<file path="config.mk">
export PLATFORM = sky130hd
export DESIGN_NAME = spa_ctrl
export DESIGN_NICKNAME = d
export VERILOG_FILES = /design/src/rtl/spa_pkg.sv /design/src/rtl/spa_ctrl.sv
export SDC_FILE = /design/constraint.sdc
export NUM_CORES = 1
export LEC_CHECK = 0
export BUFFER_PORTS_ARGS = -buffer_cell sky130_fd_sc_hd__buf_4
export CORE_AREA = 2 2 39 41
export DETAILED_ROUTE_END_ITERATION = 10
export DIE_AREA = 0 0 41 43
export PLACE_DENSITY = 0.39
export SLEW_MARGIN = 25
export SYNTH_ARGS = -nofsm -noshare
export SYNTH_HDL_FRONTEND = slang
export SYNTH_SLANG_ARGS = --single-unit
export TNS_END_PERCENT = 50
</file>
<file path="constraint.sdc">
create_clock -name clock -period 2.2 [get_ports clock]
set_clock_uncertainty 0.2 [all_clocks]
set_input_delay 0.22 -clock clock [delete_from_list [all_inputs] [get_ports clock]]
set_output_delay 0.22 -clock clock [all_outputs]
set_load 0.01 [all_outputs]
</file>
<file path="src/rtl/spa_pkg.sv">
// Shared types and constants for the saturating pixel accumulator.
package spa_pkg;

   // Fixed field widths of the request and result items
   localparam int COORD_W = 8;
   localparam int ADD_W   = 16;
   localparam int PIXEL_W = 16;
   localparam int REQ_W   = 2;

   // Request codes
   localparam logic [REQ_W-1:0] REQ_ACCUMULATE = 2'd0;
   localparam logic [REQ_W-1:0] REQ_CLEAR      = 2'd1;
   localparam logic [REQ_W-1:0] REQ_READ       = 2'd2;

   // One request item
   typedef struct packed {
      logic [REQ_W-1:0]   req_type;
      logic [COORD_W-1:0] pixel_row;
      logic [COORD_W-1:0] pixel_col;
      logic [ADD_W-1:0]   add_value;
   } spa_req_type;

   // One result item
   typedef struct packed {
      logic [PIXEL_W-1:0] pixel_value;
      logic               clipped;
   } spa_rsp_type;

   // Controller to datapath commands
   typedef struct packed {
      logic accept;        // latch the request, rewind the sweep counter
      logic lookup;        // read the addressed pixel
      logic update;        // write back the new count on accumulate, load the result
      logic sweep;         // write zero at the sweep counter, advance it
      logic respond_zero;  // load an all-zero result
   } spa_cmd_type;

   // Datapath to controller status
   typedef struct packed {
      logic is_clear;
      logic is_pixel_op;   // accumulate or read
      logic in_range;
      logic sweep_last;
   } spa_status_type;

endpackage

</file>
<file path="src/rtl/spa_ctrl.sv">
// Controller state machine: request sequencing and the map clearing sweep.
module spa_ctrl (
   input  logic                    clock,
   input  logic                    reset,
   input  logic                    start,
   output logic                    busy,
   output spa_pkg::spa_cmd_type    cmd,
   input  spa_pkg::spa_status_type status
);
   import spa_pkg::*;

   localparam logic [1:0] S_CLEAR  = 2'd0;
   localparam logic [1:0] S_IDLE   = 2'd1;
   localparam logic [1:0] S_LOOKUP = 2'd2;
   localparam logic [1:0] S_UPDATE = 2'd3;

   logic [1:0] state_ff, state_in;
   logic       reply_ff, reply_in;   // clear came from a request, not reset
   logic       accept;

   assign busy   = (state_ff != S_IDLE);
   assign accept = start && !busy;

   // Next state and commands
   always_comb begin
      state_in = state_ff;
      reply_in = reply_ff;
      cmd      = '0;
      unique case (state_ff)
         S_CLEAR: begin
            cmd.sweep = 1'b1;
            if (status.sweep_last) begin
               cmd.respond_zero = reply_ff;
               reply_in         = 1'b0;
               state_in         = S_IDLE;
            end
         end
         S_IDLE: begin
            if (accept) begin
               cmd.accept = 1'b1;
               state_in   = S_LOOKUP;
            end
         end
         S_LOOKUP: begin
            if (status.is_clear) begin
               reply_in = 1'b1;
               state_in = S_CLEAR;
            end else if (status.is_pixel_op && status.in_range) begin
               cmd.lookup = 1'b1;
               state_in   = S_UPDATE;
            end else begin
               cmd.respond_zero = 1'b1;
               state_in         = S_IDLE;
            end
         end
         S_UPDATE: begin
            cmd.update = 1'b1;
            state_in   = S_IDLE;
         end
         default: begin
            state_in = S_IDLE;
         end
      endcase
   end

   // State registers; reset starts with a sweep that sends no result
   always_ff @(posedge clock) begin
      if (reset) begin
         state_ff <= S_CLEAR;
         reply_ff <= 1'b0;
      end else begin
         state_ff <= state_in;
         reply_ff <= reply_in;
      end
   end

   // An accepted item is always looked at in the following cycle
   a_accept_to_lookup: assert property (@(posedge clock) disable iff (reset)
      accept |=> (state_ff == S_LOOKUP))
      else $error("accepted item did not move to lookup");

   // Write-back only ever follows the lookup that issued the read
   a_update_after_lookup: assert property (@(posedge clock) disable iff (reset)
      (state_ff == S_UPDATE) |-> ($past(state_ff) == S_LOOKUP))
      else $error("update without a preceding lookup");

   // Write-back only touches a pixel inside the map
   a_update_in_range: assert property (@(posedge clock) disable iff (reset)
      (state_ff == S_UPDATE) |-> (status.in_range && status.is_pixel_op))
      else $error("update for an out-of-range or non-pixel request");

endmodule

</file>
==> metrics.cfg, run 1 <==
[run_status]
status = complete, no violations

[floorplanning]
rows = 14
design.die.area_sq_um = 1760
die_y_microns = 43
initial_core_util = 0.195
die_w_microns = 41
fp.coreArea_sq_um = 1380
io-pin-count = 13

[synthesis]
syn_area_per_cell_sq_um = 8.19
synth_area_leaders = ha_1 23%, dfxtp_1 22%, a21oi_1 7.4%, o2111ai_1 6.5%, inv_1 5.6%
syn-cell-area_sq_um = 270
ys_ff_latch = 3
yosysTopAreaCellShare = 0.231
yosys_warnings = 0
synth_ff_type = dfxtp_1
ys_seq_area_frac = 0.222
synth_nets = 45
yosysMostFrequentCell = ha_1
synth_cell_types = 16
synthesis.instances = 33
synthArstFlopShare = 0
synth_edf_count = 0
synth_top_cells_by_count = 5 x ha_1, 4 x a21oi_1, 4 x inv_1, 3 x dfxtp_1, 3 x nand2_1
yosysTopAreaCell = ha_1

[routing]
drtIter0Drc = 7
drt.antenna.violating_nets = 0
post_drt_wl_per_cell_microns = 9.02
totalWireLength_microns = 595
drt-pass1-iter-count = 4
vias = 274
viasPerCell = 4.15
drcViolationCount = 0

[worst_setup_path]
critPathSlowestCell = dfxtp_1
startpoint = state_ff[0]
worstSetupStartpointType = register
slowest_delay_ps = 370
crit_fanout = 6
crit_arrival_ps = 1400
crit_chain = inv_1 > ha_1 > o2111ai_1 > nand2_1 > buf_4
r2r_start = state_ff[0]
ff2ff_path_depth = 5
critical_path_required_ps = 1780
crit_type = reg2out
endpoint_kind = primary output
worstReg2RegEnd = state_ff[1]
crit_end = cmd[0]
r2r_setup_slack_ps = 640

[min_path]
min_path_type = in2reg

[clock_tree]
cts_tree = yes
cts-root-buf = clkbuf_4
h-tree-depth = 1
clock_latency_ps = 230
cts_max_path_buffers = 2
cts_sinks = 3
clkTransAtPathRegs_ps = 40
numCtsBuffers = 3
cts.repair.resized = 0

[sta]
finalHoldViolations = 0
rsz0062_at_grt = false
slew_headroom = 0.854
finalSetupViolCount = 0
tns_ps = 0
fin_ws_ps = 382
slew_viol_final = 0
fin_crit_ps = 1820
tightest_slew_ps = 219
fin_crit_sh = 0.827
max_freq_mhz = 550

[power_and_ir_drop]
power_density_nw_per_um2 = 569
leakage_nw = 0.202
vdd_drop_max_uv = 228

[run]
drv_cap = 0

[grt]
grt_start_max_net_pins = 7
grt_pass1_vias = 252
grt_overflow = 0
antenna_found_initial = 0
grt_pass1_wl_mm = 1.06
grt.total_usage = 0.0915

[placed_design]
io_buffers = 12
place_congestion = 0.758
pre_cts_ws_ps = 599
hpwlAfterDp_microns = 496

[finish]
antenna_cells = 0
final_nets = 63
drive_gt1_frac = 0.340
syn_to_final_growth_pct = 54.2

## metal layers
metal / global-route usage / up-vias / part of all wire
li1: - / 148 / -
met1: 0.123 / 117 / 0.44
met2: 0.116 / 9 / 0.47
met3: 0.0366 / 0 / 0.084
met4: 0.0600 / 0 / 0
met5: 0 / - / 0
## through the flow
step	hold slack, ps	instance area (sq um)	utilization	power [mW]	cells
3_3_place_gp	203	380	0.275	0.144	61
3_5_place_dp	207	380	0.275	0.144	61
2_1_floorplan	89.1	270	-	0.110	33
4_1_cts	107	417	0.301	0.244	66
5_1_grt	142	417	0.301	0.259	66
6_report	111	417	0.301	0.237	66
## final cells by class
class,count,area [sq um]
fill,156,967
multi-input combinational,26,195
timing repair buffer,13,100
sequential,3,60.1
clock buffer,4,26.3
tap,16,20.0
inverter,4,15.0
## registers in the layout, indices dropped and copies added (netlist names)
signal    flops
state_ff      2
reply_ff      1
## how the worst min path moves through the flow
stage	from	to	slack [ps]	cells past startpoint
final	status[3]	reply_ff	110	3
after global routing	status[3]	reply_ff	140	3
after CTS	status[3]	reply_ff	110	3
after detailed placement	reset	state_ff[0]	210	2
after global placement	reset	state_ff[1]	200	2
after floorplan	reset	state_ff[0]	90	1
## cells in the final DEF (no fill, tap or decap), types with 2 or more instances in the layout
cell        n
o21ai_0     2
dfxtp_1     3
inv_1       4
o2111ai_1   2
a21oi_1     4
nand2_1     3
nand3_1     2
clkbuf_4    3
ha_1        5
buf_4      12
## report_power, final
part | leakage [nW] | switching, mW | internal, mW
combinational | 0.162 | 0.0395 | 0.0401
sequential | 0.0245 | 0.00470 | 0.0591
clock | 0.0150 | 0.0259 | 0.0678
## cell families (layout without fill, tap and decap cells)
kind of cell	count (synthesis)	in the layout	share of synthesized area
simple gates	12	12	0.278
compound gates	8	8	0.176
fa+ha+maj	5	5	0.231
buf+inv	4	21	0.0555
flops	3	3	0.222
mux	1	1	0.0370
## repair_timing
| item | CTS | global route |
|---|---|---|
| buffers inserted | 0 | 0 |
| hold buffers | 1 | 0 |
| endpoints found under the hold margin | 3 | 0 |
## worst max-delay path: cells and delay by family (launching register included)
| family | cells | cell delay, ps |
|---|---|---|
| DFF | 1 | 370 |
| buffers and inverters | 2 | 240 |
| and+or+nand+nor | 1 | 70 |
| AOI/OAI and AO/OA | 1 | 210 |
| adders and majority gates | 1 | 280 |
No activity file was read; power rests on OpenSTA's default activity.
==> run 2, diff against run 1 <==
--- a/config.mk
+++ b/config.mk
@@ -9,7 +9,7 @@
 export CORE_AREA = 2 2 39 41
 export DETAILED_ROUTE_END_ITERATION = 10
 export DIE_AREA = 0 0 41 43
-export PLACE_DENSITY = 0.39
+export PLACE_DENSITY = 0.4
 export SLEW_MARGIN = 25
 export SYNTH_ARGS = -nofsm -noshare
 export SYNTH_HDL_FRONTEND = slang
==> constraint.sdc (replaced) <==
create_clock -name clock -period 1.49 [get_ports clock]
set_clock_uncertainty 0.2 [all_clocks]
set_input_delay 0.149 -clock clock [delete_from_list [all_inputs] [get_ports clock]]
set_output_delay 0.149 -clock clock [all_outputs]
set_load 0.01 [all_outputs]
==> metrics.cfg, run 2 (same netlist as run 1, synthesis figures left out) <==
[worst_setup_path]
critical_path_required_ps = 1140  ; -640 ps
slowest_delay_ps = 360  ; about the same
crit_fanout = 3  ; -3
crit_arrival_ps = 1190  ; -210 ps
ff2ff_path_depth = 6  ; +1
r2r_start = state_ff[0]
critPathSlowestCell = dfxtp_4
r2r_setup_slack_ps = 20  ; -620 ps
critPathTopFamily = flip-flops
crit_chain = inv_4 > buf_4 > ha_4 > o2111ai_2 > nand2_1 > buf_6
crit_type = reg2out
worstSetupStartpointType = register
crit_buf_inv = 3  ; +1
worstReg2RegEnd = state_ff[0]
endpoint_kind = primary output

[grt]
grtUsageMet3 = 0.0157  ; -0.0209
grt_overflow = 0  ; unchanged
grt_pass1_wl_mm = 1.17  ; +10%
grt_use_met2 = 0.169  ; +0.0531
antenna_found_initial = 0  ; unchanged
busiest_layer = met2
use_met1 = 0.0990  ; -0.0239
grt_pass1_vias = 336  ; +33%
grt.total_usage = 0.0972  ; +0.00565
grt_start_max_net_pins = 5  ; -2

[sta]
slew_headroom = 0.898  ; +0.0442
finalSetupViolCount = 1  ; +1
max_freq_mhz = 651
fin_crit_sh = 1.03
fin_crit_ps = 1540
tns_ps = -45.7  ; -45.7 ps
rsz0062_at_grt = true
slew_viol_final = 0  ; unchanged
finalHoldViolations = 0  ; unchanged
fin_ws_ps = -45.7  ; -427 ps
tightest_slew_ps = 149  ; -70.5 ps

[clock_tree]
clock_latency_ps = 230  ; about the same
numCtsBuffers = 3  ; unchanged
clkTransAtPathRegs_ps = 30  ; about the same
cts-root-buf = clkbuf_4
h-tree-depth = 1  ; unchanged
cts_tree = yes
cts_sinks = 3  ; unchanged
cts_max_path_buffers = 2  ; unchanged

[finish]
syn_to_final_growth_pct = 117
fillers = 148  ; -5.1%
largest_reg_flops = 2  ; unchanged
drive_gt1_frac = 0.650  ; +0.310
antenna_cells = 0  ; unchanged
regMostFlops = state_ff
final_common_cell = buf_4
stdcell_count = 76  ; +15%
final_cell_mix = 18 x buf_4, 4 x ha_4, 4 x buf_6
largestRegisters = state_ff x2, reply_ff x1
final_nets = 73  ; +16%

[run_status]
status = complete, but fails checks
violations = setup timing

[power_and_ir_drop]
seqPwrFrac = 0.218  ; -0.051
p_comb_frac = 0.477  ; +0.141
power_density_nw_per_um2 = 774  ; +36%
intPower_uw = 312  ; +87%
p_sw_frac = 0.312  ; +0.0163
pwr-share-clk = 0.305  ; -0.090
vdd_drop_max_uv = 359  ; +57%
p_switching_uw = 141  ; +100%
leakage_nw = 0.264  ; +31%
p_total_uw = 453  ; +91%

[placed_design]
dp_cells = 66  ; +8.2%
io_buffers = 12  ; unchanged
hpwlAfterDp_microns = 552  ; +11%
place_congestion = 0.750  ; -1.0%

[floorplanning]
fp.coreArea_sq_um = 1380  ; unchanged
die_y_microns = 43  ; unchanged
io-pin-count = 13  ; unchanged
die_w_microns = 41  ; unchanged
design.die.area_sq_um = 1760  ; unchanged
initial_core_util = 0.195  ; unchanged
rows = 14  ; unchanged

[routing]
drcViolationCount = 0  ; unchanged
viasPerCell = 4.30  ; +3.6%
drt-pass1-iter-count = 1  ; -3
drt.antenna.violating_nets = 0  ; unchanged
post_drt_wl_per_cell_microns = 10.9  ; +21%
totalWireLength_microns = 828  ; +39%
vias = 327  ; +19%
drtIter0Drc = 0  ; -7

[run]
drv_cap = 0  ; unchanged

[min_path]
min_path_type = in2reg
holdPathStages = 3  ; unchanged
min_to = reply_ff
min_from = status[3]

==> run 2: cell types whose count changed in the layout (fill, tap and decap cells not counted), moves of 2 or more <==
cell     previous run  this run
buf_4              12        18
buf_6               0         4
ha_1                5         1
ha_4                0         4
dfxtp_1             3         1
dfxtp_4             0         2
inv_1               4         2
inv_4               0         2
o21ai_0             2         0
==> run 2: worst max-delay path by stage <==
| stage | from | end | cells after the start |
|---|---|---|---|
| 3_3_place_gp | state_ff[0] | state_ff[1] | 5 |
| 3_5_place_dp | state_ff[0] | state_ff[1] | 5 |
| 2_1_floorplan | state_ff[0] | state_ff[1] | 5 |
| 4_1_cts | state_ff[1] | cmd[0] | 5 |
| 6_report | state_ff[0] | cmd[0] | 6 |
| 5_1_grt | state_ff[0] | cmd[0] | 5 |
==> run 2: layer usage <==
layer | up-vias | share of wire | wire length, microns
li1 | 168 | - | -
met1 | 152 | 0.38 | 313
met2 | 7 | 0.56 | 467
met3 | 0 | 0.057 | 47
met4 | 0 | 0 | 0
met5 | - | 0 | 0
==> run 2: metrics by stage <==
step | hold slack [ps] | utilization | instance area [sq um] | setup WS (ps)
after floorplan | 18.1 | - | 270 | 16.5
after CTS | 44.6 | 0.412 | 571 | -61.6
after detailed placement | 130 | 0.302 | 418 | -7.30
after global placement | 135 | 0.302 | 418 | -39.4
final | 45.0 | 0.423 | 586 | -45.7
after global routing | 63.7 | 0.423 | 586 | -103
==> run 2: worst reg2reg max path, stage by stage (launching register included) <==
cell     delay, ps
dfxtp_4        350
buf_6          120
ha_4           160
buf_6          110
and2b_2        200
o21ai_2        150
a21oi_2         70
==> run 2: cell type report <==
type                    instances  area (sq um)  share of cell area
repair buffers                 23           190               0.325
multi-input cells              26           262               0.447
well taps                      16          20.0              0.0342
inverters                       4          20.0              0.0342
flip-flops and latches          3          67.6               0.115
clock buffers                   4          26.3              0.0449
==> run 2: power groups by stage <==
stage                     clock network (mW)  registers, mW  logic [mW]
after floorplan                            0         0.0934      0.0691
after global placement                     0         0.0942       0.145
after detailed placement                   0         0.0941       0.141
after CTS                              0.148         0.0972       0.194
after global routing                   0.150         0.0995       0.235
final                                  0.138         0.0986       0.216
==> run 2: what timing repair did <==
action                                 4_1_cts  5_1_grt
gates resized for setup                     22        4
hold buffers                                 1        0
endpoints found under the hold margin        3        0
pin swaps                                    6        5
buffers inserted                             6        1
setup endpoints to repair                    7        4
